--- config.mk ---
export PLATFORM = sky130hd
export DESIGN_NAME = pvc_queue
export DESIGN_NICKNAME = d
export VERILOG_FILES = /design/src/hdl/pvc_pkg.sv /design/src/hdl/pvc_queue.sv
export SDC_FILE = /design/constraint.sdc
export NUM_CORES = 1
export LEC_CHECK = 0
export ABC_AREA = 0
export BUFFER_PORTS_ARGS = -buffer_cell sky130_fd_sc_hd__buf_2
export CORE_UTILIZATION = 46
export DETAILED_ROUTE_END_ITERATION = 8
export PLACE_DENSITY = 0.8
export RECOVER_POWER = 50
export SYNTH_ARGS = -nofsm -noshare
export SYNTH_HDL_FRONTEND = slang
export SYNTH_SLANG_ARGS = --single-unit
--- constraint.sdc ---
create_clock -name clk_i -period 2.06 [get_ports clk_i]
set_clock_uncertainty 0.2 [all_clocks]
set_input_delay 0.206 -clock clk_i [delete_from_list [all_inputs] [get_ports clk_i]]
set_output_delay 0.206 -clock clk_i [all_outputs]
set_load 0.03 [all_outputs]
--- src/hdl/pvc_pkg.sv ---
`timescale 1ns / 1ps
`default_nettype none
// ----------------------------------------------------------------------------
// pvc_pkg
// Types, constants and colour ramp tables shared by the colouriser modules.
// ----------------------------------------------------------------------------
package pvc_pkg;

  localparam int VAL_W = 21;
  localparam int COORD_W = 20;
  localparam int QUEUE_DEPTH = 2;
  localparam int ROOT_STEPS = 21;
  localparam int DIV_STEPS = 17;

  localparam logic [1:0] MODE_INTENSITY = 2'd1;
  localparam logic [1:0] MODE_SPEED = 2'd2;

  localparam logic signed [VAL_W-1:0] VAL_MAX = 21'sd1048575;
  localparam logic signed [VAL_W-1:0] VAL_MIN = -21'sd1048576;

  localparam logic [7:0] ALPHA_DIM = 8'd173;
  localparam logic [7:0] ALPHA_FULL = 8'd255;
  localparam logic [32:0] ROUND_HALF = 33'd3276800;
  localparam logic [12:0] RECIP_100 = 13'd5243;

  // Request travelling from the front to the back.
  typedef struct packed {
    logic                    store;
    logic                    last;
    logic                    dim;
    logic signed [VAL_W-1:0] value;
  } rec_t;

  typedef enum logic [2:0] {
    F_IDLE, F_MUL, F_SUM, F_ROOT, F_PUSH
  } front_state_e;

  typedef enum logic [2:0] {
    B_IDLE, B_READ, B_LOAD, B_DIV, B_RAMP, B_SCALE, B_QUOT
  } back_state_e;

  // Ramp base in hundredths, indexed by segment and channel.
  function automatic logic [7:0] ramp_base(input logic [1:0] seg, input logic [1:0] ch);
    logic [7:0] b;
    case ({seg, ch})
      4'h0: b = 8'd8;
      4'h1: b = 8'd25;
      4'h2: b = 8'd75;
      4'h4: b = 8'd8;
      4'h5: b = 8'd80;
      4'h6: b = 8'd90;
      4'h8: b = 8'd20;
      4'h9: b = 8'd92;
      4'hA: b = 8'd35;
      4'hC: b = 8'd95;
      4'hD: b = 8'd80;
      4'hE: b = 8'd10;
      default: b = 8'd0;
    endcase
    return b;
  endfunction

  // Ramp slope in hundredths, signed.
  function automatic logic signed [7:0] ramp_slope(input logic [1:0] seg,
                                                   input logic [1:0] ch);
    logic signed [7:0] s;
    case ({seg, ch})
      4'h0: s = 8'sd0;
      4'h1: s = 8'sd55;
      4'h2: s = 8'sd15;
      4'h4: s = 8'sd12;
      4'h5: s = 8'sd12;
      4'h6: s = -8'sd55;
      4'h8: s = 8'sd75;
      4'h9: s = -8'sd12;
      4'hA: s = -8'sd25;
      4'hC: s = 8'sd0;
      4'hD: s = -8'sd65;
      4'hE: s = 8'sd5;
      default: s = 8'sd0;
    endcase
    return s;
  endfunction

endpackage
`default_nettype wire

--- src/hdl/pvc_queue.sv ---
`timescale 1ns / 1ps
`default_nettype none
// ----------------------------------------------------------------------------
// pvc_queue
// Short queue of requests between the front and the back.
// ----------------------------------------------------------------------------
module pvc_queue (
  input  wire logic          clk_i,
  input  wire logic          rst_ni,
  input  wire logic          push_i,
  input  pvc_pkg::rec_t      rec_i,
  output logic               full_o,
  input  wire logic          pop_i,
  output pvc_pkg::rec_t      rec_o,
  output logic               empty_o
);
  import pvc_pkg::*;

  localparam int PTR_W = $clog2(QUEUE_DEPTH);

  rec_t slot_q [QUEUE_DEPTH];
  logic [PTR_W-1:0] wr_q, rd_q;
  logic [PTR_W:0] cnt_q;

  assign full_o = (cnt_q == (PTR_W+1)'(QUEUE_DEPTH));
  assign empty_o = (cnt_q == '0);
  assign rec_o = slot_q[rd_q];

  always_ff @(posedge clk_i or negedge rst_ni) begin
    if (!rst_ni) begin
      wr_q <= '0;
      rd_q <= '0;
      cnt_q <= '0;
    end else begin
      if (push_i) wr_q <= wr_q + 1'b1;
      if (pop_i) rd_q <= rd_q + 1'b1;
      if (push_i && !pop_i) cnt_q <= cnt_q + 1'b1;
      else if (pop_i && !push_i) cnt_q <= cnt_q - 1'b1;
    end
  end

  always_ff @(posedge clk_i) begin
    if (push_i) slot_q[wr_q] <= rec_i;
  end

endmodule
`default_nettype wire

Yosys cells after proc, flatten, opt, wreduce, memory -nomap -nowiden --
Memories as Yosys holds them, arrays and structs flattened. Index checks and enable logic that the tools add are counted.
Operators by class: reduce and logical (&&, ||, !) cells 6, equality and inequality tests 1, add/subtract/negate cells 4, muxes and demuxes 4
Operators with widths (number):
- 2-bit two-way mux | 2
- 1-bit adder (second input constant) | 2
- 2-bit by 1-bit adder with 2-bit output (second input constant) | 1
- 2-bit equality test (second input constant) | 1
- 1-bit logical AND | 2
- 1-bit zero test | 2
- 2-bit zero test | 1
- 1-bit two-way mux | 2
- 2-bit nonzero test | 1
- 2-bit by 1-bit subtractor with 2-bit output (second input constant) | 1
Word-level totals: bits in writable memories 48, register bits 4, output and inout port bits 26, memories 1, word-level logic and storage cells 19, input bits 28
Memory list:
- slot_q | depth 2, width 24, rd ports 1, clocked after memory_dff 0, write ports 1, line pvc_queue.sv:21 | rec_t slot_q [QUEUE_DEPTH];

Depth between registers and ports, before layout --
depth in word-level cells 4, depth in mapped cells 5

Worst setup path before layout --
No wires, ideal clock.
path type reg-to-reg, start point register wr_q, end point memory slot_q[0][0] in the netlist's numbering, enable pin, path buffers 0, stages on the path, launching flop included 2, path slack -0.038 ns, data arrival time 1.490 ns, path through dfrtp_1 nor2b_1
RTL lines:
- start: declaration | line pvc_queue.sv:22 | logic [PTR_W-1:0] wr_q, rd_q;
- start signal: assignment | line pvc_queue.sv:35 | if (push_i) wr_q <= wr_q + 1'b1;
- end: declaration | line pvc_queue.sv:21
No word-level cell before the write port.

==> flow_metrics.env <==
export IMPL_status="complete, no violations"
export IMPL_power_density_mw_per_mm2=1360
export IMPL_clockBufferDepth=2
export IMPL_intPower_mw=2.47
export IMPL_r2r_slack_ns=0.47
export IMPL_worst_r2r_cell_count=2
export IMPL_layout_commonest_cell="edfxtp_1"
export IMPL_wl_per_cell_um=13.8
export IMPL_coreArea_mm2=0.00412
export IMPL_gp_congestion=0.614
export IMPL_dp_final_hpwl_um=2150
export IMPL_period_minus_slack_ns=1.95
export IMPL_numCtsBuffers=5
export IMPL_hp_class="in -> async"
export IMPL_rows=23
export IMPL_antenna_found_initial=0
export IMPL_drive_above_1_share=0.381
export IMPL_synth_cell_area_mm2=0.00202
export IMPL_grt_pass1_vias=1159
export IMPL_vias_per_cell=4.70
export IMPL_netlist_area_leader_share=0.713
export IMPL_top_layer="met4"
export IMPL_yosys_top_cells_area="edfxtp_1, mux2_4, dfrtp_1"
export IMPL_cts_tree="built"
export IMPL_dieWidth_um=68.3
export IMPL_nets=210
export IMPL_post_place_ws_ns=0.439
export IMPL_dr_pass1_iters=4
export IMPL_vias=1085
export IMPL_yosysWarnings=0
export IMPL_p_comb_frac=0.386
export IMPL_syn2layout_area_growth_pct=34.2
export IMPL_cts_root_buf="clkbuf_8"
export IMPL_start_kind="flop"
export IMPL_timing_rr_end="slot_q[1][20]"
export IMPL_endpoint="rec_o[6]"
export IMPL_cap_violations=0
export IMPL_post_cts_resize_count=0
export IMPL_max_freq_ghz=0.514
export IMPL_grt_first_pass_wirelength_um=5130
export IMPL_grt_start_max_net_pins=20
export IMPL_dr_wl_met2_um=1650
export IMPL_layout_common_cells="edfxtp_1, buf_2, dlygate4sd3_1"
export IMPL_setup_viol=0
export IMPL_ant_nets=0
export IMPL_synth_seq_cells=52
export IMPL_critPathCaptureType="output pin"
export IMPL_cp_data_required_time_ns=1.65
export IMPL_postLayoutCellArea_mm2=0.00271
export IMPL_finalHoldWorstSlack_ns=0.0872
export IMPL_finalSetupTns_ns=0
export IMPL_yosysUniqueCellTypes=13
export IMPL_path_clk_slew_ns=0.08
export IMPL_synth_avg_cell_area_um2=22.2
export IMPL_cts_sinks=52
export IMPL_io_buffers=53
export IMPL_hold_violations=0
export IMPL_critPathMaxStageDelay_ns=0.38
export IMPL_final_cells=231
export IMPL_totalPowerFinal_mw=3.67
export IMPL_drc_errors=0
export IMPL_rsz0062_at_grt="false"
export IMPL_path_cells="clkbuf_1 > mux2_4 > buf_2"
export IMPL_track_usage=0.160
export IMPL_synth_area_leader_cell="edfxtp_1"
export IMPL_startpoint="rd_q"
export IMPL_htree_num_levels=2
export IMPL_critical_path_class="reg -> out"
export IMPL_switching_share=0.329
export IMPL_cp_max_fo=6
export IMPL_wl_met1_um=1270
export IMPL_path_buf_inv=2
export IMPL_initial_core_util=0.491
export IMPL_syn_nets=120
export IMPL_worst_pin_slew_ns=0.582
export IMPL_fin_crit_sh=0.945
export IMPL_r2r_start="wr_q"
export IMPL_path_depth=3
export IMPL_die_y_um=68.3
export IMPL_dp_cells=197
export IMPL_ios=54
export IMPL_wl_um=3180
export IMPL_drt_iter0_drc=59
export IMPL_grt_overflow=0
export IMPL_setup_slack_ns=0.113
export IMPL_ir_drop_mv=0.721
export IMPL_crit_family="buffers and inverters"
export IMPL_p_leak_nw=1.07
export IMPL_final_util=0.659
export IMPL_slew_violations=0
export IMPL_power_frac_seq=0.406
export IMPL_netlist_instances=91
export IMPL_switching_power_mw=1.21
export IMPL_relSlewSlack=0.612
export IMPL_synth_seq_area_share=0.763
export IMPL_insertion_delay_ns=0.29
export IMPL_clkPwrFrac=0.208
export IMPL_crit_arrival_ns=1.54
export IMPL_cpMaxStageDelayCell="clkbuf_1"
export IMPL_met3RoutedLength_um=190
export IMPL_diodes=0
export IMPL_die_area_mm2=0.00466
export IMPL_placed_cell_area_mm2=0.00234
-- sequential cells by signal, summed over array words and instances, names as in the netlist --
register	count
slot_q	48
cnt_q	2
wr_q	1
rd_q	1
-- synth_stat cells --
cell type	number
inv_1	1
nor2b_1	2
and2_1	1
dfrtp_1	4
mux2_2	5
ha_1	1
xnor2_1	1
mux2_4	19
xor2_1	4
buf_12	2
nor2_1	2
buf_6	1
edfxtp_1	48
-- layout make-up --
type | count | area, µm²
Clock buffer | 5 | 68.8
Clock inverter | 2 | 60.1
Fill cell | 303 | 1400
Inverter | 1 | 3.75
Multi-Input combinational cell | 35 | 427
Sequential cell | 52 | 1540
Tap cell | 50 | 62.6
Timing Repair Buffer | 86 | 548
-- power groups by stage --
stage                     combinational, mW  sequential, mW  clock (mW)
after floorplan                        1.16            1.49           0
after global placement                 1.39            1.50           0
after detailed placement               1.41            1.52           0
after CTS                              1.46            1.49       0.784
after global routing                   1.52            1.51       0.822
final                                  1.42            1.49       0.764
-- worst min-delay path by stage --
stage	startpoint	end	slack, ns	cells past startpoint
2_1_floorplan	rst_ni	cnt_q[0]	-0.29	0
3_3_place_gp	rst_ni	cnt_q[1]	-0.19	1
3_5_place_dp	rst_ni	cnt_q[0]	-0.18	1
4_1_cts	rst_ni	rd_q	0.03	2
5_1_grt	rst_ni	rd_q	0.09	2
6_report	rst_ni	rd_q	0.09	2
-- repair_timing --
action | in CTS | in global routing
hold endpoints to repair | 54 | 0
buffers inserted | 0 | 0
hold buffers | 27 | 0
setup endpoints to repair | 0 | 0
-- cells by family (layout without fill, tap and decap cells) --
family                   after synthesis  in the layout  share of synthesized area
XOR/XNOR                               5              5                     0.0217
flip-flops                            52             52                      0.763
AND/OR/NAND/NOR                        5              5                     0.0130
buffers and inverters                  4             94                     0.0272
adder cells (fa/ha/maj)                1              1                    0.00619
multiplexers                          24             24                      0.169
-- metal layers --
layer  vias to the layer above  global-route usage
li1                        522                   -
met1                       512               0.168
met2                        43               0.288
met3                         8              0.0517
met4                         0              0.0729
met5                         -                   0
No activity file was read; power rests on OpenSTA's default activity.
