## config.mk

```make
export PLATFORM = sky130hd
export DESIGN_NAME = pvc_front
export DESIGN_NICKNAME = d
export VERILOG_FILES = /design/src/hdl/pvc_pkg.sv /design/src/hdl/pvc_front.sv
export SDC_FILE = /design/constraint.sdc
export NUM_CORES = 2
export LEC_CHECK = 0
export BUFFER_PORTS_ARGS = -buffer_cell sky130_fd_sc_hd__buf_4
export CAP_MARGIN = 20
export CORE_MARGIN = 3
export CORE_UTILIZATION = 55
export DETAILED_ROUTE_END_ITERATION = 6
export GPL_ROUTABILITY_DRIVEN = 0
export PLACE_DENSITY_LB_ADDON = 0.3
export SLEW_MARGIN = 0
export SYNTH_ARGS = -nofsm -noshare
export SYNTH_HDL_FRONTEND = slang
export SYNTH_SLANG_ARGS = --single-unit
```

## constraint.sdc

```tcl
create_clock -name clk_i -period 20.4 [get_ports clk_i]
set_input_delay 2.04 -clock clk_i [delete_from_list [all_inputs] [get_ports clk_i]]
set_output_delay 2.04 -clock clk_i [all_outputs]
set_load 0.03 [all_outputs]
```

## src/hdl/pvc_pkg.sv

```systemverilog
`timescale 1ns / 1ps
`default_nettype none
// ----------------------------------------------------------------------------
// pvc_pkg
// Types, constants and colour ramp tables shared by the colouriser modules.
// ----------------------------------------------------------------------------
package pvc_pkg;

  localparam int VAL_W = 21;
  localparam int COORD_W = 20;
  localparam int QUEUE_DEPTH = 2;
  localparam int ROOT_STEPS = 21;
  localparam int DIV_STEPS = 17;

  localparam logic [1:0] MODE_INTENSITY = 2'd1;
  localparam logic [1:0] MODE_SPEED = 2'd2;

  localparam logic signed [VAL_W-1:0] VAL_MAX = 21'sd1048575;
  localparam logic signed [VAL_W-1:0] VAL_MIN = -21'sd1048576;

  localparam logic [7:0] ALPHA_DIM = 8'd173;
  localparam logic [7:0] ALPHA_FULL = 8'd255;
  localparam logic [32:0] ROUND_HALF = 33'd3276800;
  localparam logic [12:0] RECIP_100 = 13'd5243;

  // Request travelling from the front to the back.
  typedef struct packed {
    logic                    store;
    logic                    last;
    logic                    dim;
    logic signed [VAL_W-1:0] value;
  } rec_t;

  typedef enum logic [2:0] {
    F_IDLE, F_MUL, F_SUM, F_ROOT, F_PUSH
  } front_state_e;

  typedef enum logic [2:0] {
    B_IDLE, B_READ, B_LOAD, B_DIV, B_RAMP, B_SCALE, B_QUOT
  } back_state_e;

  // Ramp base in hundredths, indexed by segment and channel.
  function automatic logic [7:0] ramp_base(input logic [1:0] seg, input logic [1:0] ch);
    logic [7:0] b;
    case ({seg, ch})
      4'h0: b = 8'd8;
      4'h1: b = 8'd25;
      4'h2: b = 8'd75;
      4'h4: b = 8'd8;
      4'h5: b = 8'd80;
      4'h6: b = 8'd90;
      4'h8: b = 8'd20;
      4'h9: b = 8'd92;
      4'hA: b = 8'd35;
      4'hC: b = 8'd95;
      4'hD: b = 8'd80;
      4'hE: b = 8'd10;
      default: b = 8'd0;
    endcase
    return b;
  endfunction

  // Ramp slope in hundredths, signed.
  function automatic logic signed [7:0] ramp_slope(input logic [1:0] seg,
                                                   input logic [1:0] ch);
    logic signed [7:0] s;
    case ({seg, ch})
      4'h0: s = 8'sd0;
      4'h1: s = 8'sd55;
      4'h2: s = 8'sd15;
      4'h4: s = 8'sd12;
      4'h5: s = 8'sd12;
      4'h6: s = -8'sd55;
      4'h8: s = 8'sd75;
      4'h9: s = -8'sd12;
      4'hA: s = -8'sd25;
      4'hC: s = 8'sd0;
      4'hD: s = -8'sd65;
      4'hE: s = 8'sd5;
      default: s = 8'sd0;
    endcase
    return s;
  endfunction

endpackage
`default_nettype wire

```

## src/hdl/pvc_front.sv

```systemverilog
`timescale 1ns / 1ps
`default_nettype none
// ----------------------------------------------------------------------------
// pvc_front
// Accepts points, picks the coloured value and computes the distance root.
// ----------------------------------------------------------------------------
module pvc_front (
  input  wire logic                         clk_i,
  input  wire logic                         rst_ni,
  input  wire logic                         start_i,
  output logic                              busy_o,
  input  wire logic [1:0]                   mode_i,
  input  wire logic                         point_valid_i,
  input  wire logic signed [19:0]           x_mm_i,
  input  wire logic signed [19:0]           y_mm_i,
  input  wire logic signed [19:0]           z_mm_i,
  input  wire logic [15:0]                  intensity_level_i,
  input  wire logic                         intensity_ok_i,
  input  wire logic signed [15:0]           speed_mm_s_i,
  input  wire logic                         speed_ok_i,
  input  wire logic                         is_interpolated_i,
  input  wire logic                         frame_end_i,
  output pvc_pkg::rec_t                     rec_o,
  output logic                              push_o,
  input  wire logic                         full_i
);
  import pvc_pkg::*;

  front_state_e state_q, state_d;
  logic signed [COORD_W-1:0] x_q, y_q, z_q;
  logic [38:0] sqx_q, sqy_q, sqz_q;
  logic [41:0] rad_q, rad_d;
  logic [23:0] rem_q, rem_d;
  logic [20:0] root_q, root_d;
  logic [4:0] step_q, step_d;
  logic store_q, last_q, dim_q;
  logic signed [VAL_W-1:0] value_q, value_d;
  logic accept, need_root;
  logic signed [39:0] px, py, pz;
  logic [23:0] rem_sh, trial;

  assign accept = start_i && (state_q == F_IDLE);
  assign need_root = point_valid_i &&
                     !((mode_i == MODE_INTENSITY) && intensity_ok_i) &&
                     !((mode_i == MODE_SPEED) && speed_ok_i);

  assign px = x_q * x_q;
  assign py = y_q * y_q;
  assign pz = z_q * z_q;
  assign rem_sh = {rem_q[21:0], rad_q[41:40]};
  assign trial = {1'b0, root_q, 2'b01};

  always_comb begin
    state_d = state_q;
    case (state_q)
      F_IDLE:  if (start_i) state_d = need_root ? F_MUL : F_PUSH;
      F_MUL:   state_d = F_SUM;
      F_SUM:   state_d = F_ROOT;
      F_ROOT:  if (step_q == 5'(ROOT_STEPS - 1)) state_d = F_PUSH;
      F_PUSH:  if (!full_i) state_d = F_IDLE;
      default: state_d = F_IDLE;
    endcase
  end

  always_comb begin
    value_d = value_q;
    rad_d = rad_q;
    rem_d = rem_q;
    root_d = root_q;
    step_d = step_q;
    case (state_q)
      F_IDLE: begin
        if ((mode_i == MODE_INTENSITY) && intensity_ok_i) begin
          value_d = VAL_W'($signed({1'b0, intensity_level_i}));
        end else begin
          value_d = VAL_W'(speed_mm_s_i);
        end
      end
      F_SUM: begin
        rad_d = 42'(sqx_q) + 42'(sqy_q) + 42'(sqz_q);
        rem_d = '0;
        root_d = '0;
        step_d = '0;
      end
      F_ROOT: begin
        rad_d = {rad_q[39:0], 2'b00};
        step_d = step_q + 5'd1;
        if (rem_sh >= trial) begin
          rem_d = rem_sh - trial;
          root_d = {root_q[19:0], 1'b1};
        end else begin
          rem_d = rem_sh;
          root_d = {root_q[19:0], 1'b0};
        end
        if (step_q == 5'(ROOT_STEPS - 1)) value_d = $signed(root_d);
      end
      default: ;
    endcase
  end

  always_ff @(posedge clk_i or negedge rst_ni) begin
    if (!rst_ni) begin
      state_q <= F_IDLE;
    end else begin
      state_q <= state_d;
    end
  end

  always_ff @(posedge clk_i) begin
    if (accept) begin
      x_q <= x_mm_i;
      y_q <= y_mm_i;
      z_q <= z_mm_i;
      store_q <= point_valid_i;
      last_q <= frame_end_i;
      dim_q <= is_interpolated_i;
    end
    if (state_q == F_MUL) begin
      sqx_q <= px[38:0];
      sqy_q <= py[38:0];
      sqz_q <= pz[38:0];
    end
    value_q <= value_d;
    rad_q <= rad_d;
    rem_q <= rem_d;
    root_q <= root_d;
    step_q <= step_d;
  end

  assign busy_o = (state_q != F_IDLE);
  assign push_o = (state_q == F_PUSH) && !full_i;
  assign rec_o = '{store: store_q, last: last_q, dim: dim_q, value: value_q};

endmodule
`default_nettype wire

```

* Word level (Yosys, flattened, before mapping) *
Cells that the tools add are included.
Widths: inputs -> output; s select.

storage, ports and cells
  flip-flop bits (word level) = 294
  input port bits = 103
  output and inout port bits = 26
  logic and storage cells = 62

operators by class
  add/subtract/negate cells = 4
  $mul = 3
  $lt $le $gt $ge = 1
  equality and inequality tests = 10
  multiplexer cells = 14
  reductions and logical operators = 15

operator list
  kind                 count
  $mul 20x20->39       3
  $pmux 21 s2          2
  $pmux 42 s2          1
  $pmux 22 s2          1
  $mux 21              2
  $add 40x39->41       1
  $add 39x39->40       1
  $ge 24x23->1         1
  $mux 22              1
  $sub 22x22->22       1
  $pmux 3 s5           1
  $mux 3               4
  $pmux 5 s2           1
  $eq 3x2->1 const B   2
  $logic_and 1x1->1    6
  $ne 2x2->1 const B   3
  $add 5x1->5 const B  1
  $eq 5x5->1 const B   1
  $reduce_bool 2->1    2
  $eq 3x1->1 const B   1
  $eq 3x3->1 const B   1
  $logic_not 1->1      3
  $logic_not 3->1      1
  $reduce_and 3->1     1
  5 further kinds      5

* Longest topological paths before layout *
  depth in word-level cells = 8
  gate-level depth with buffers = 28
  gate-level depth less buffers = 27

* Worst setup path after synthesis *
OpenSTA, ideal clock, no wires.

  kind = register to register
  from = register state_q[2]
  to = register sqx_q[0] (enable)
  setup time = 726 ps
  arrival time = 8,271 ps
  setup slack = 11,402 ps
  cell stages (with the launch flop) = 3
  period minus slack after synthesis = 8,998 ps
  cells stage by stage = dfrtp_1 > clkbuf_1 > nor3_1

between the ends
  word-level cells in the longest chain between the ends = 1

ends and longest elaborated chain
  what                    RTL line          RTL
  from (decl)             pvc_front.sv:29   front_state_e state_q, state_d;
  from (signal assigned)  pvc_front.sv:105  state_q <= state_d;
  $eq 3x1->1              pvc_front.sv:118  if (state_q == F_MUL) begin
  to (signal assigned)    pvc_front.sv:119  sqx_q <= px[38:0];
  to (decl)               pvc_front.sv:31   logic [38:0] sqx_q, sqy_q, sqz_q;

Every way passes these cells.
A chain may end at the register's enable or synchronous reset.

* Worst setup path after layout *
  from = register z_q[6]
  to = register sqz_q[38], data pin

between the ends
  word-level cells in the longest chain between the ends = 1

ends and longest elaborated chain
  what                    RTL line          RTL
  from (decl)             pvc_front.sv:30   logic signed [COORD_W-1:0] x_q, y_q, z_q;
  from (signal assigned)  pvc_front.sv:113  z_q <= z_mm_i;
  $mul 20x20->39          pvc_front.sv:49   assign pz = z_q * z_q;
  via pz[38]              pvc_front.sv:39   logic signed [39:0] px, py, pz;
  to (signal assigned)    pvc_front.sv:121  sqz_q <= pz[38:0];
  to (decl)               pvc_front.sv:31

The timed path passes the listed nets, and every way through them passes these cells.

==> results.rst <==
.. list-table::
   :header-rows: 1

   * - Metric
     - Value
   * - Setup_tns
     - 0 ps
   * - Worst EP required
     - 20740 ps
   * - Effective utilization at floorplan
     - between 50% and 60%
   * - Number of vias in the routed layout
     - about 34000
   * - Multiplexer share of the synthesized area
     - less than 1%
   * - CP max stage delay
     - 970 ps
   * - Clock tree root buffer cell
     - clkbuf_16
   * - Avg Synthesized Cell Area
     - 10.2 µm²
   * - Clock latency on the worst-skew pair
     - between 600 and 700 ps
   * - Switching Power
     - ~3000 µW
   * - Result of the run
     - finished clean
   * - Area share of xor/xnor cells in the synthesized design
     - 3.64%
   * - # Max-Cap Violations
     - 0
   * - Ys async rst share
     - 1.03%
   * - Clock-pin slew on the worst setup and hold paths
     - ~60 ps
   * - TritonCTS clock tree
     - done
   * - Slew headroom
     - approximately 25%
   * - Inst Count DP
     - ~6500
   * - First-pass GRT wire length
     - between 150000 and 200000 µm
   * - Aggregate routed wire length
     - approximately 110000 µm
   * - Relative contribution of the clock network to total power
     - roughly 11%
   * - Iteration-0 DRC count of the detailed router
     - around 2100
   * - Count of state elements after synthesis
     - 291
   * - Reg2Reg Depth
     - 23
   * - Synthesized cell area
     - approximately 53000 µm²
   * - Hold bufs inserted after CTS
     - 0
   * - Final antenna-violating net count
     - 0
   * - Number of instances on the worst hold path
     - 2
   * - Initial DRT Pass Iterations
     - 5
   * - Max Fanout on Critical Path
     - 20
   * - Leakage power of the design
     - about 0.029 µW
   * - Primary flip-flop cell chosen by synthesis mapping
     - edfxtp_1
   * - Power density over cell area
     - roughly 110 nW/µm²
   * - Post-synthesis adder-cell area fraction
     - between 50 and 60%
   * - Type of the setup path with the least slack
     - register to register
   * - Worst IR Drop VDD
     - approximately 0.00010 V
   * - Total global routing track utilization
     - between 20% and 30%
   * - # H-tree levels
     - 2
   * - DRC violations left
     - 0
   * - Share of cells above drive strength 1
     - approximately 4.8%
   * - Sequential fraction of the synthesis area
     - around 16%
   * - Simple logic cell fraction of the synthesized area
     - roughly a tenth
   * - Final hold violation count
     - 0
   * - Finish-stage setup viols
     - 0
   * - Routed len/inst
     - between 15 and 20 µm
   * - Vias in the first global route
     - between 30000 and 40000
   * - CP delay by family, top
     - adder cells
   * - Worst hold endpoint
     - rad_q[2]
   * - Height of the chip
     - roughly 320 µm
   * - Largest buffer count on any clock path
     - 3
   * - Placeable Area
     - between 90000 and 100000 µm²
   * - Cell count after synthesis
     - roughly 5200
   * - Layout-stage area growth over the synthesis result
     - 6.63%
   * - Worst-case setup slack after placement
     - 12310 ps
   * - Via density per instance
     - 5.24
   * - Final slew viol count
     - 0
   * - Distinct cell type count of the synthesized netlist
     - 75
   * - Worst-case register-to-register setup slack
     - around 12000 ps
   * - Number of antenna violations at the first check in global routing
     - 0
   * - Die extent in x
     - approximately 320 µm
   * - Startpoint kind of the worst setup timing path
     - register
   * - Tmin final
     - a little over 8000 ps
   * - Achievable clock frequency
     - around 0.12 GHz
   * - Antenna diodes
     - 0
   * - Combinational group share of total power
     - between 70 and 80%
   * - Filler cells
     - 7965
   * - Slowest stage cell on the critical path
     - edfxtp_1
   * - Total internal power
     - roughly 3400 µW
   * - Worst hold start
     - rad_q[0]
   * - Hold crit path type
     - register to register
   * - Hpwl dp
     - around 93000 µm
   * - Switching part of the total
     - 46.7%
   * - Arr. time, crit path
     - between 8000 and 9000 ps
   * - Area of the die
     - 101000 µm²
   * - Count of clock tree sinks
     - 291
   * - Sequential share of power
     - between 15 and 20%
   * - Cells traversed along the worst timing path
     - inv_1 -> nor2_1 -> fa_1 -> fa_1 -> inv_1 -> fa_1 -> inv_1 -> fa_1 -> fa_1 -> fa_1 -> inv_1 -> fa_1 -> inv_1 -> ha_1 -> and4_1 -> a221o_1 -> nor4_1 -> o21ai_0 -> o41ai_1 -> a21oi_1 -> a21o_1 -> a21oi_1 -> xnor2_1
   * - Period Utilization, post-route
     - around two fifths
   * - Worst setup margin
     - roughly 12000 ps
   * - Largest family of logic cells by synthesized area
     - adder cells
   * - Crit-path most repeated cell
     - fa_1
   * - Row count
     - around 110
   * - Cts bufs inserted
     - 39
   * - Reg-to-reg critical path startpoint
     - z_q[6]
   * - Layout Nets
     - roughly 6900
   * - Category of the worst setup path capture point
     - register
   * - Setup Buffers After CTS
     - 0
   * - Maximum number of pins on one net before global-route repair
     - 92
   * - Synth Area in Compound Gates
     - about 6%
   * - Count of placed standard cells in the final layout, fillers left out
     - around 6600
   * - I/O Pins
     - between 100 and 150
   * - YS warnings
     - 0
   * - Number of port buffers
     - between 100 and 150
   * - RSZ-0062 raised after global routing
     - false
   * - Congestion Overflow GR
     - 0
   * - Total buffers and inverters traversed by the critical path
     - 5
   * - Post-CTS Resized
     - 0
   * - Worst Skew
     - 16.2 ps
   * - Count of flip-flops with a built-in enable after synthesis
     - about 290
   * - Worst Max-Slew Pin Slew
     - roughly 1100 ps
   * - End of the worst register-to-register path
     - sqz_q[38]
## per-layer routing
layer / wire (µm) / global-route usage, % / vias up
met1: 47800 / 32.1 / 17500
met4: 2980 / 6.28 / 0
li1: - / - / 15900
met3: 6640 / 3.68 / 176
met2: 55400 / 39.7 / 886
met5: 0 / 0 / -
## registers in the layout, summed over array words and instances (netlist names)
name     flops
z_q         20
root_q      21
sqz_q       38
store_q      1
y_q         20
sqy_q       38
rad_q       42
x_q         20
rem_q       22
dim_q        1
sqx_q       38
value_q     21
state_q      3
last_q       1
step_q       5
## synth_stat cells (all sizes together), types with 64 or more instances
library cell	count	area (µm²)
nor2	215	807
inv	1408	5290
nand2	407	1530
a21oi	161	810
ha	381	4770
o21ai	98	490
fa	1167	23400
and2	245	1540
clkbuf	143	537
a21o	64	482
edfxtp	288	8650
xnor2	165	1450
## how the worst max path moves through the flow
stage                          start         to  slack (ps)  cells past startpoint
after detailed placement      z_q[6]  sqz_q[38]       12310                     23
final                         z_q[6]  sqz_q[38]       12270                     23
after global routing          z_q[6]  sqz_q[38]       12000                     23
after global placement        z_q[4]  sqz_q[38]       12380                     22
after floorplan           state_q[2]   sqx_q[0]       11400                      2
after CTS                     z_q[6]  sqz_q[38]       12290                     23
## power groups by stage
stage,registers (µW),logic [µW],clock network [µW]
floorplan,1170,3510,0
global placement,1190,4380,0
detailed placement,1190,4480,0
CTS,1180,4510,722
global route,1200,5130,749
finish,1180,4510,698
## worst register-to-register path: stages, from the launching register on
cell and delay (ps):
edfxtp_1 970, inv_1 260, nor2_1 310, fa_1 500, fa_1 540, inv_1 50, fa_1 490, inv_1 50
fa_1 550, fa_1 460, fa_1 530, inv_1 60, fa_1 490, inv_1 40, ha_1 380, and4_1 270
a221o_1 360, nor4_1 360, o21ai_0 250, o41ai_1 350, a21oi_1 170, a21o_1 200, a21oi_1 160, xnor2_1 80
## placed cells by master (no fill, tap or decap), drive strengths merged, types with 5 or more instances in the layout
| cell | n |
|---|---|
| a211oi | 18 |
| a21boi | 6 |
| a21o | 64 |
| a21oi | 161 |
| a31o | 10 |
| a31oi | 15 |
| and2 | 245 |
| and3 | 16 |
| and4 | 9 |
| buf | 159 |
| clkbuf | 42 |
| clkinv | 18 |
| edfxtp | 288 |
| fa | 1167 |
| ha | 381 |
| inv | 1413 |
| mux2i | 37 |
| nand2 | 407 |
| nand2b | 27 |
| nand3 | 27 |
| nand4 | 10 |
| nor2 | 215 |
| nor2b | 63 |
| nor3 | 26 |
| o211ai | 10 |
| o21a | 32 |
| o21ai | 98 |
| o21bai | 32 |
| o31a | 5 |
| o31ai | 9 |
| or2 | 5 |
| xnor2 | 165 |
| xor2 | 57 |
## through the flow
step | cell area (µm²) | util [%] | power (µW) | hold slack [ps]
5_1_grt | 56900 | 59.6 | 7080 | 548
3_3_place_gp | 55600 | 58.2 | 5570 | 496
6_report | 56900 | 59.6 | 6390 | 516
2_1_floorplan | 53400 | - | 4680 | 476
4_1_cts | 56900 | 59.5 | 6420 | 524
3_5_place_dp | 55600 | 58.2 | 5670 | 512
## logic make-up after synthesis
family / after synthesis
compound gates: 500
buf+inv: 1559
flops: 291
mux: 40
fa+ha+maj: 1548
simple gates: 1070
other cells: 1
xor+xnor: 222
## layout make-up
cell class	instances	area [µm²]	share of cell area, %
clock inverter	28	293	0.514
clock buffer	42	987	1.73
inverter	1408	5290	9.28
tap	1265	1580	2.78
sequential	291	8720	15.3
multi-input combinational	3383	38800	68.2
timing repair buffer	159	1210	2.13
Note: power is estimated with default switching activity, not from simulation.
