<file path="config.mk">
export PLATFORM = sky130hd
export DESIGN_NAME = pvc_back
export DESIGN_NICKNAME = d
export VERILOG_FILES = /design/src/hdl/pvc_pkg.sv /design/src/hdl/pvc_back.sv
export SDC_FILE = /design/constraint.sdc
export NUM_CORES = 2
export LEC_CHECK = 0
export ABC_CLOCK_PERIOD_IN_PS = 12060
export BUFFER_PORTS_ARGS = -buffer_cell sky130_fd_sc_hd__buf_4
export CORE_ASPECT_RATIO = 1.1
export CORE_UTILIZATION = 35
export DETAILED_ROUTE_END_ITERATION = 10
export SETUP_SLACK_MARGIN = 0.05
export SYNTH_ARGS = -nofsm -noshare
export SYNTH_HDL_FRONTEND = slang
export SYNTH_SLANG_ARGS = --single-unit
export TNS_END_PERCENT = 50
</file>
<file path="constraint.sdc">
create_clock -name clk_i -period 12.06 [get_ports clk_i]
set_clock_uncertainty 0.2 [all_clocks]
set_input_delay 2.412 -clock clk_i [delete_from_list [all_inputs] [get_ports clk_i]]
set_output_delay 2.412 -clock clk_i [all_outputs]
set_load 0.02 [all_outputs]
</file>
<file path="src/hdl/pvc_pkg.sv">
`timescale 1ns / 1ps
`default_nettype none
// ----------------------------------------------------------------------------
// pvc_pkg
// Types, constants and colour ramp tables shared by the colouriser modules.
// ----------------------------------------------------------------------------
package pvc_pkg;

  localparam int VAL_W = 21;
  localparam int COORD_W = 20;
  localparam int QUEUE_DEPTH = 2;
  localparam int ROOT_STEPS = 21;
  localparam int DIV_STEPS = 17;

  localparam logic [1:0] MODE_INTENSITY = 2'd1;
  localparam logic [1:0] MODE_SPEED = 2'd2;

  localparam logic signed [VAL_W-1:0] VAL_MAX = 21'sd1048575;
  localparam logic signed [VAL_W-1:0] VAL_MIN = -21'sd1048576;

  localparam logic [7:0] ALPHA_DIM = 8'd173;
  localparam logic [7:0] ALPHA_FULL = 8'd255;
  localparam logic [32:0] ROUND_HALF = 33'd3276800;
  localparam logic [12:0] RECIP_100 = 13'd5243;

  // Request travelling from the front to the back.
  typedef struct packed {
    logic                    store;
    logic                    last;
    logic                    dim;
    logic signed [VAL_W-1:0] value;
  } rec_t;

  typedef enum logic [2:0] {
    F_IDLE, F_MUL, F_SUM, F_ROOT, F_PUSH
  } front_state_e;

  typedef enum logic [2:0] {
    B_IDLE, B_READ, B_LOAD, B_DIV, B_RAMP, B_SCALE, B_QUOT
  } back_state_e;

  // Ramp base in hundredths, indexed by segment and channel.
  function automatic logic [7:0] ramp_base(input logic [1:0] seg, input logic [1:0] ch);
    logic [7:0] b;
    case ({seg, ch})
      4'h0: b = 8'd8;
      4'h1: b = 8'd25;
      4'h2: b = 8'd75;
      4'h4: b = 8'd8;
      4'h5: b = 8'd80;
      4'h6: b = 8'd90;
      4'h8: b = 8'd20;
      4'h9: b = 8'd92;
      4'hA: b = 8'd35;
      4'hC: b = 8'd95;
      4'hD: b = 8'd80;
      4'hE: b = 8'd10;
      default: b = 8'd0;
    endcase
    return b;
  endfunction

  // Ramp slope in hundredths, signed.
  function automatic logic signed [7:0] ramp_slope(input logic [1:0] seg,
                                                   input logic [1:0] ch);
    logic signed [7:0] s;
    case ({seg, ch})
      4'h0: s = 8'sd0;
      4'h1: s = 8'sd55;
      4'h2: s = 8'sd15;
      4'h4: s = 8'sd12;
      4'h5: s = 8'sd12;
      4'h6: s = -8'sd55;
      4'h8: s = 8'sd75;
      4'h9: s = -8'sd12;
      4'hA: s = -8'sd25;
      4'hC: s = 8'sd0;
      4'hD: s = -8'sd65;
      4'hE: s = 8'sd5;
      default: s = 8'sd0;
    endcase
    return s;
  endfunction

endpackage
`default_nettype wire

</file>
<file path="src/hdl/pvc_back.sv">
`timescale 1ns / 1ps
`default_nettype none
// ----------------------------------------------------------------------------
// pvc_back
// Stores points, tracks the extremes and emits the ramp colour per point.
// ----------------------------------------------------------------------------
module pvc_back #(
  parameter int MAX_POINTS = 64
) (
  input  wire logic          clk_i,
  input  wire logic          rst_ni,
  input  pvc_pkg::rec_t      rec_i,
  input  wire logic          empty_i,
  output logic               pop_o,
  output logic               result_valid_o,
  output logic [5:0]         point_number_o,
  output logic [7:0]         red_level_o,
  output logic [7:0]         green_level_o,
  output logic [7:0]         blue_level_o,
  output logic [7:0]         alpha_level_o,
  output logic               run_end_o
);
  import pvc_pkg::*;

  localparam int IDX_W = $clog2(MAX_POINTS);
  localparam int CNT_W = $clog2(MAX_POINTS + 1);

  back_state_e state_q, state_d;
  logic signed [VAL_W-1:0] value_mem [MAX_POINTS];
  logic dim_mem [MAX_POINTS];
  logic signed [VAL_W-1:0] rd_value_q;
  logic rd_dim_q;
  logic [CNT_W-1:0] count_q, count_d;
  logic signed [VAL_W-1:0] min_q, min_d, max_q, max_d;
  logic [IDX_W-1:0] idx_q, idx_d;
  logic [22:0] span_q, rem_q, rem_d;
  logic [16:0] quo_q, quo_d;
  logic [4:0] step_q, step_d;
  logic signed [24:0] acc_q [3];
  logic [16:0] m_q [3];
  logic wr_en, is_last;
  logic signed [22:0] span_c, diff_c;
  logic [22:0] rem_cand;
  logic div_bit;
  logic [15:0] t_c;
  logic [15:0] u_c;
  logic [7:0] lvl_c [3];
  logic valid_q, run_end_q, dim_out_q;
  logic [IDX_W-1:0] num_q;
  logic [7:0] lvl_q [3];

  assign pop_o = (state_q == B_IDLE) && !empty_i;
  assign wr_en = pop_o && rec_i.store && (count_q < CNT_W'(MAX_POINTS));
  assign is_last = (CNT_W'(idx_q) + CNT_W'(1)) == count_q;

  assign span_c = 23'(max_q) - 23'(min_q);
  assign diff_c = 23'(rd_value_q) - 23'(min_q);
  assign rem_cand = (step_q == '0) ? rem_q : {rem_q[21:0], 1'b0};
  assign div_bit = (rem_cand >= span_q);
  assign t_c = quo_q[16] ? 16'hFFFF : quo_q[15:0];
  assign u_c = {t_c[13:0], 2'b00};

  always_comb begin
    state_d = state_q;
    case (state_q)
      B_IDLE: begin
        if (pop_o && rec_i.last) state_d = (count_d == '0) ? B_IDLE : B_READ;
      end
      B_READ:  state_d = B_LOAD;
      B_LOAD:  state_d = B_DIV;
      B_DIV:   if (step_q == 5'(DIV_STEPS - 1)) state_d = B_RAMP;
      B_RAMP:  state_d = B_SCALE;
      B_SCALE: state_d = B_QUOT;
      B_QUOT:  state_d = is_last ? B_IDLE : B_READ;
      default: state_d = B_IDLE;
    endcase
  end

  always_comb begin
    count_d = count_q;
    min_d = min_q;
    max_d = max_q;
    idx_d = idx_q;
    rem_d = rem_q;
    quo_d = quo_q;
    step_d = step_q;
    case (state_q)
      B_IDLE: begin
        if (wr_en) begin
          count_d = count_q + CNT_W'(1);
          if (rec_i.value < min_q) min_d = rec_i.value;
          if (rec_i.value > max_q) max_d = rec_i.value;
        end
        idx_d = '0;
        if (pop_o && rec_i.last && (count_d == '0)) begin
          min_d = VAL_MAX;
          max_d = VAL_MIN;
        end
      end
      B_LOAD: begin
        rem_d = diff_c[22] ? '0 : diff_c;
        quo_d = '0;
        step_d = '0;
      end
      B_DIV: begin
        rem_d = div_bit ? (rem_cand - span_q) : rem_cand;
        quo_d = {quo_q[15:0], div_bit};
        step_d = step_q + 5'd1;
      end
      B_QUOT: begin
        if (is_last) begin
          count_d = '0;
          min_d = VAL_MAX;
          max_d = VAL_MIN;
        end else begin
          idx_d = idx_q + IDX_W'(1);
        end
      end
      default: ;
    endcase
  end

  // Final scaling: level = floor(m / 100), saturated.
  always_comb begin
    logic [29:0] prod;
    for (int c = 0; c < 3; c++) begin
      prod = 30'(m_q[c]) * 30'(RECIP_100);
      lvl_c[c] = (prod[29:19] > 11'd255) ? 8'd255 : prod[26:19];
    end
  end

  always_ff @(posedge clk_i or negedge rst_ni) begin
    if (!rst_ni) begin
      state_q <= B_IDLE;
      count_q <= '0;
      min_q <= VAL_MAX;
      max_q <= VAL_MIN;
      valid_q <= 1'b0;
    end else begin
      state_q <= state_d;
      count_q <= count_d;
      min_q <= min_d;
      max_q <= max_d;
      valid_q <= (state_q == B_QUOT);
    end
  end

  always_ff @(posedge clk_i) begin
    if (wr_en) begin
      value_mem[count_q[IDX_W-1:0]] <= rec_i.value;
      dim_mem[count_q[IDX_W-1:0]] <= rec_i.dim;
    end
    rd_value_q <= value_mem[idx_q];
    rd_dim_q <= dim_mem[idx_q];
  end

  always_ff @(posedge clk_i) begin
    idx_q <= idx_d;
    rem_q <= rem_d;
    quo_q <= quo_d;
    step_q <= step_d;
    if (state_q == B_READ) span_q <= (span_c < 23'sd1) ? 23'd1 : span_c;
    if (state_q == B_RAMP) begin
      for (int c = 0; c < 3; c++) begin
        acc_q[c] <= $signed({1'b0, ramp_base(t_c[15:14], 2'(c)), 16'h0000}) +
                    25'(ramp_slope(t_c[15:14], 2'(c)) * $signed({1'b0, u_c}));
      end
    end
    if (state_q == B_SCALE) begin
      for (int c = 0; c < 3; c++) begin
        m_q[c] <= 17'(((33'(acc_q[c][24] ? 24'd0 : acc_q[c][23:0]) * 33'd255) +
                       ROUND_HALF) >> 16);
      end
    end
    if (state_q == B_QUOT) begin
      lvl_q <= lvl_c;
      num_q <= idx_q;
      dim_out_q <= rd_dim_q;
      run_end_q <= is_last;
    end
  end

  assign result_valid_o = valid_q;
  assign point_number_o = 6'(num_q);
  assign red_level_o = lvl_q[0];
  assign green_level_o = lvl_q[1];
  assign blue_level_o = lvl_q[2];
  assign alpha_level_o = dim_out_q ? ALPHA_DIM : ALPHA_FULL;
  assign run_end_o = run_end_q;

`ifndef SYNTHESIS
  a_count_bound: assert property (@(posedge clk_i) disable iff (!rst_ni)
    count_q <= CNT_W'(MAX_POINTS)) else $error("stored count beyond capacity");
  a_strobe_src: assert property (@(posedge clk_i) disable iff (!rst_ni)
    valid_q |-> $past(state_q == B_QUOT)) else $error("strobe without result");
  a_span_nonzero: assert property (@(posedge clk_i) disable iff (!rst_ni)
    (state_q == B_DIV) |-> (span_q != '0)) else $error("zero span in divider");
  a_frame_cleared: assert property (@(posedge clk_i) disable iff (!rst_ni)
    (valid_q && run_end_q) |-> (count_q == '0)) else $error("frame not cleared");
`endif

endmodule
`default_nettype wire
</file>
Word-level counts from Yosys, hierarchy flattened:

Memory sizes are Yosys's and may differ from the RTL's. A register that Yosys moved wholly into a read port is not among the register bits.
Index checks and enable logic that the tools add are counted.
Widths: inputs -> output; s select.

* bitwise gates (word level): 0
* eq/ne operators: 18
* order comparisons: 8
* $add $sub $neg: 13
* reduce and logical (&&, ||, !) cells: 20
* shifts and indexed selects: 0
* div/mod/pow operators: 0
* multiply operators: 9
* multiplexer cells: 50

Operator list (count)
* $mux 21: 8
* $add 32x22->33 const B: 3
* $mul 24x8->32 const B: 3
* $pmux 8 s4: 3
* $mul 17x13->30 const B: 3
* $pmux 21 s2: 2
* $add 25x25->25: 3
* $mux 24: 3
* $pmux 8 s3: 3
* $mul 8x15->23: 3
* $mux 8: 6
* $mux 23: 2
* $pmux 23 s2: 1
* $sub 21x21->22: 2
* $pmux 17 s2: 1
* $gt 11x8->1 const B: 3
* $mux 7: 4
* $ge 23x23->1: 1
* $sub 23x23->23: 1
* $lt 22x2->1 const B: 1
* $mux 22: 1
* $gt 21x21->1: 1
* $lt 21x21->1: 1
* $pmux 3 s7: 1
* other kinds (33): 58

* bits of input ports: 27
* flip-flop bits (word level): 158
* bits in latches: 0
* memories: 4
* logic and storage cells: 138
* memory bits (read-only): 0
* output and inout port bits: 41
* bits in writable memories: 1534

Memory list
* value_mem: words 64, bits a word 21, read ports 1, clocked after Yosys merged registers in 1, wr ports 1, RTL line pvc_back.sv:29 `logic signed [VAL_W-1:0] value_mem [MAX_POINTS];`
* acc_q: words 3, bits a word 25, read ports 3, clocked after Yosys merged registers in 0, wr ports 3, RTL line pvc_back.sv:39 `logic signed [24:0] acc_q [3];`
* dim_mem: words 64, bits a word 1, read ports 1, clocked after Yosys merged registers in 1, wr ports 1, RTL line pvc_back.sv:30 `logic dim_mem [MAX_POINTS];`
* m_q: words 3, bits a word 17, read ports 3, clocked after Yosys merged registers in 0, wr ports 3, RTL line pvc_back.sv:40 `logic [16:0] m_q [3];`

Longest topological paths before layout:

* depth in word-level cells: 11
* gate-level depth with buffers: 33
* mapped depth without buffers: 29

Worst setup path before layout:

Ideal clock, no wire load.

* kind: register -> register
* start point: register quo_q[16]
* end point: memory acc_q[1][24] (netlist: acc_q[0][49]) (data pin)
* data required time: 11.600 ns
* period minus slack after synthesis: 7.520 ns
* buffers on the path: 4
* path slack: 4.540 ns
* library setup time: 0.260 ns
* stages on the path, launching flop included: 32
* arrival time: 7.060 ns
* cell sequence: edfxtp_1 clkbuf_1 nor2_1 clkbuf_1 inv_1 ha_1 clkbuf_1 clkbuf_1 nor2_1 fa_1 inv_1 fa_1 inv_1 fa_1 inv_1 fa_1 inv_1 ha_1 o21a_1 o31a_1 o41ai_1 o21ai_0 o21ai_0 xnor2_1 ha_1 a21oi_1 nor2_1 nor2_1 nand2_1 and3_1 o21ai_0 xnor2_1

RTL lines
* start: declaration: RTL line pvc_back.sv:37 `logic [16:0] quo_q, quo_d;`
* start signal: assignment: RTL line pvc_back.sv:160 `quo_q <= quo_d;`
* end: declaration: RTL line pvc_back.sv:39

==> impl_metrics.csv <==
group,metric,value,unit
detailed_routing,wirelength,234000,um
die,io_pins,68,
cells_and_area,syn2layout_area_growth,11.7,%
sta,fmax,111,MHz
sta,tns,0,ns
yosys,yosysTopAreaCell,"edfxtp_1",
setup_path,crit_slowest_cell,"ha_1",
cells_and_area,multiInputGateArea,0.0458,mm^2
grt,top_usage_layer,"met2",
detailed_routing,drt-pass1-iter-count,5,
detailed_routing,vias_per_cell,4.99,
yosys,synthFlopType,"edfxtp_1",
setup_path,cp-start-kind,"flip-flop",
die,die_area,0.294,mm^2
grt,grt_pass1_wl,357000,um
die,core_area,0.290,mm^2
hold_path,hp-class,"flip-flop to flip-flop",
sta,finalHoldViolCount,0,
clock_tree,clk_path_buf_depth,4,
cells_and_area,layout-drive-gt1-share,14.3,%
detailed_routing,via_count,55800,
placement,dp_cells,10800,
grt,gr-usage-met2,28.6,%
die,initial_core_util,35.3,%
cells_and_area,fin_cells,11200,
sta,worst_slew_pin_slew,1.18,ns
die,die_width,517,um
sta,fin_crit,8.98,ns
detailed_routing,drt-wirelength-per-cell,20.9,um
yosys,yosysTopAreaCellShare,48.0,%
setup_path,required,12.37,ns
clock_tree,post_cts_buffers,0,
placement,dp_hpwl,157000,um
yosys,ys_async_sr_fraction,3.10,%
setup_path,crit_path_frequent_cell,"inv_1",
clock_tree,cts.sinks,1707,
setup_path,worstPathArrival,9.29,ns
grt,grt_max_degree,131,
yosys,synthTopCellsByArea,"edfxtp_1 (48%), fa_1 (14%), ha_1 (10%)",
clock_tree,cts-root-buf,"clkbuf_16",
setup_path,cp_max_fo,22,
sta,rsz0062_at_grt,"false",
grt,antenna_found_initial,12,
clock_tree,post_cts_resized,0,
placement,place.port_buffers,62,
clock_tree,htree_num_levels,4,
sta,setup_slack,3.08,ns
detailed_routing,ant_nets,0,
clock_tree,cts_tree,"yes",
placement,gp_congestion,0.870,
clock_tree,cts.reportedPaths.clkPinSlew,0.06,ns
yosys,ys_types,83,
grt,grt_overflow_total,0,
cells_and_area,fillers,26700,
yosys,netlist_instances,6974,
sta,relSlewSlack,20.4,%
cells_and_area,regArea,0.0508,mm^2
sta,fin_crit_sh,74.5,%
grt,use_met3,2.32,%
grt,grtUsageMet1,20.0,%
sta,slew_violations,0,
cells_and_area,nets,8735,
sta,setup_violations,0,
status,outcome,"finished clean",
clock_tree,ctsHoldBuffers,0,
setup_path,worst-setup-path-type,"flip-flop to flip-flop",
detailed_routing,drt-initial-drc-count,3961,
detailed_routing,drc,0,
flow_run,maxCapViolCount,0,
placement,post-place-ws,3.13,ns
grt,grtUsageTotal,16.0,%
clock_tree,cts_made_buffers,193,
clock_tree,clk_latency,0.91,ns
setup_path,cp-end-kind,"flip-flop",
yosys,ys_ff_latch,1707,
yosys,synth_edf_count,1632,
grt,grt_pass1_vias,59700,
yosys,yosysSeqAreaShare,49.7,%
setup_path,crit_buf_inv,5,
yosys,ys_warn_count,0,
setup_path,max_stage_delay,0.89,ns
die,die_h,569,um
die,num_rows,207,
setup_path,critical-path-top-delay-family,"adder cells",
yosys,syn_area,0.102,mm^2
yosys,synth.avg_cell_area,14.6,um^2
==> stage by stage <==
stage	hold WS (ns)	instance area [um^2]	utilization [%]
after floorplan	0.186	102000	-
after global placement	0.195	108000	37.2
after detailed placement	0.196	108000	37.2
after CTS	0.210	114000	39.4
after global routing	0.223	114000	39.4
final	0.208	114000	39.4
==> final timing paths <==
path                            from        endpoint  slack (ns)  cells after the start
min in group asynchronous     rst_ni  result_valid_o        1.47                      1
hold reg to reg             rd_dim_q       dim_out_q        0.21                      0
hold / removal              rd_dim_q       dim_out_q        0.21                      0
max in group asynchronous     rst_ni      state_q[2]        9.58                      1
setup reg to reg           quo_q[16]    acc_q[0][74]        3.08                     26
setup / recovery           quo_q[16]    acc_q[0][74]        3.08                     26
==> cell type report <==
cell class	count	share of cell area, %
sequential	1707	44.5
clock inverter	94	0.880
tap	3866	4.24
timing repair buffer	168	1.15
multi-input combinational	3758	40.2
clock buffer	251	4.59
inverter	1338	4.40
antenna	11	0.0241
==> synthesized netlist by cell type (81+ instances only) <==
cell type / n
a21oi_1: 143
clkbuf_1: 127
edfxtp_1: 1632
fa_1: 707
ha_1: 835
inv_1: 1338
mux4_2: 462
nand2_1: 157
nor2_1: 300
nor2b_1: 81
o21ai_0: 115
xnor2_1: 100
==> cell families after synthesis <==
group	share of synthesized area, %
other	0.00735
AND/OR/NAND/NOR	4.37
adder cells (fa/ha/maj)	24.1
AO/OA/AOI/OAI	4.23
buffers and inverters	5.59
flip-flops	49.7
XOR/XNOR	1.48
multiplexers	10.5
==> placed cells by master (no fill, tap or decap), types with 44 or more instances in the layout <==
| cell type | instances |
|---|---|
| nand2b_1 | 44 |
| a21o_1 | 75 |
| nand3_1 | 59 |
| edfxtp_1 | 1632 |
| buf_4 | 164 |
| nor2_1 | 233 |
| o21ai_0 | 115 |
| inv_1 | 1337 |
| xor2_1 | 73 |
| nor2b_1 | 80 |
| clkbuf_1 | 46 |
| fa_1 | 707 |
| mux4_2 | 462 |
| a21oi_1 | 143 |
| and2_1 | 52 |
| nor3_1 | 59 |
| clkbuf_16 | 199 |
| nand2_1 | 157 |
| nor2_2 | 65 |
| o21a_1 | 52 |
| ha_1 | 835 |
| xnor2_1 | 100 |
==> worst reg2reg max path, stage by stage, from the launching register on <==
cell	delay [ns]
edfxtp_1	0.62
or2_2	0.54
inv_1	0.56
ha_1	0.89
nor2b_1	0.49
inv_1	0.18
fa_1	0.54
fa_1	0.49
inv_1	0.05
fa_1	0.47
inv_1	0.05
fa_1	0.48
inv_1	0.04
ha_1	0.32
o21a_1	0.20
o31a_1	0.13
o41ai_1	0.53
o211ai_1	0.23
nand2_1	0.14
a21oi_1	0.07
nor2_1	0.12
nor2_1	0.05
ha_1	0.40
and3_1	0.19
a22oi_1	0.10
a2111oi_0	0.53
xor2_1	0.12
==> metal layers <==
metal	up-vias	part of all wire (%)
met4	10	2.6
met1	29000	41
li1	25200	-
met2	1278	52
met3	342	5.2
met5	-	0.029
==> registers in the layout, indices dropped and copies added (netlist names), 21 cells and up <==
| register | cells |
|---|---|
| span_q | 22 |
| acc_q | 68 |
| min_q | 21 |
| rem_q | 23 |
| rd_value_q | 21 |
| max_q | 21 |
| value_mem | 1344 |
| dim_mem | 64 |
| m_q | 51 |
Power is left out: the tool's default activity adds up to more than one toggle a clock period on the data nets, which glitch-free logic cannot reach.
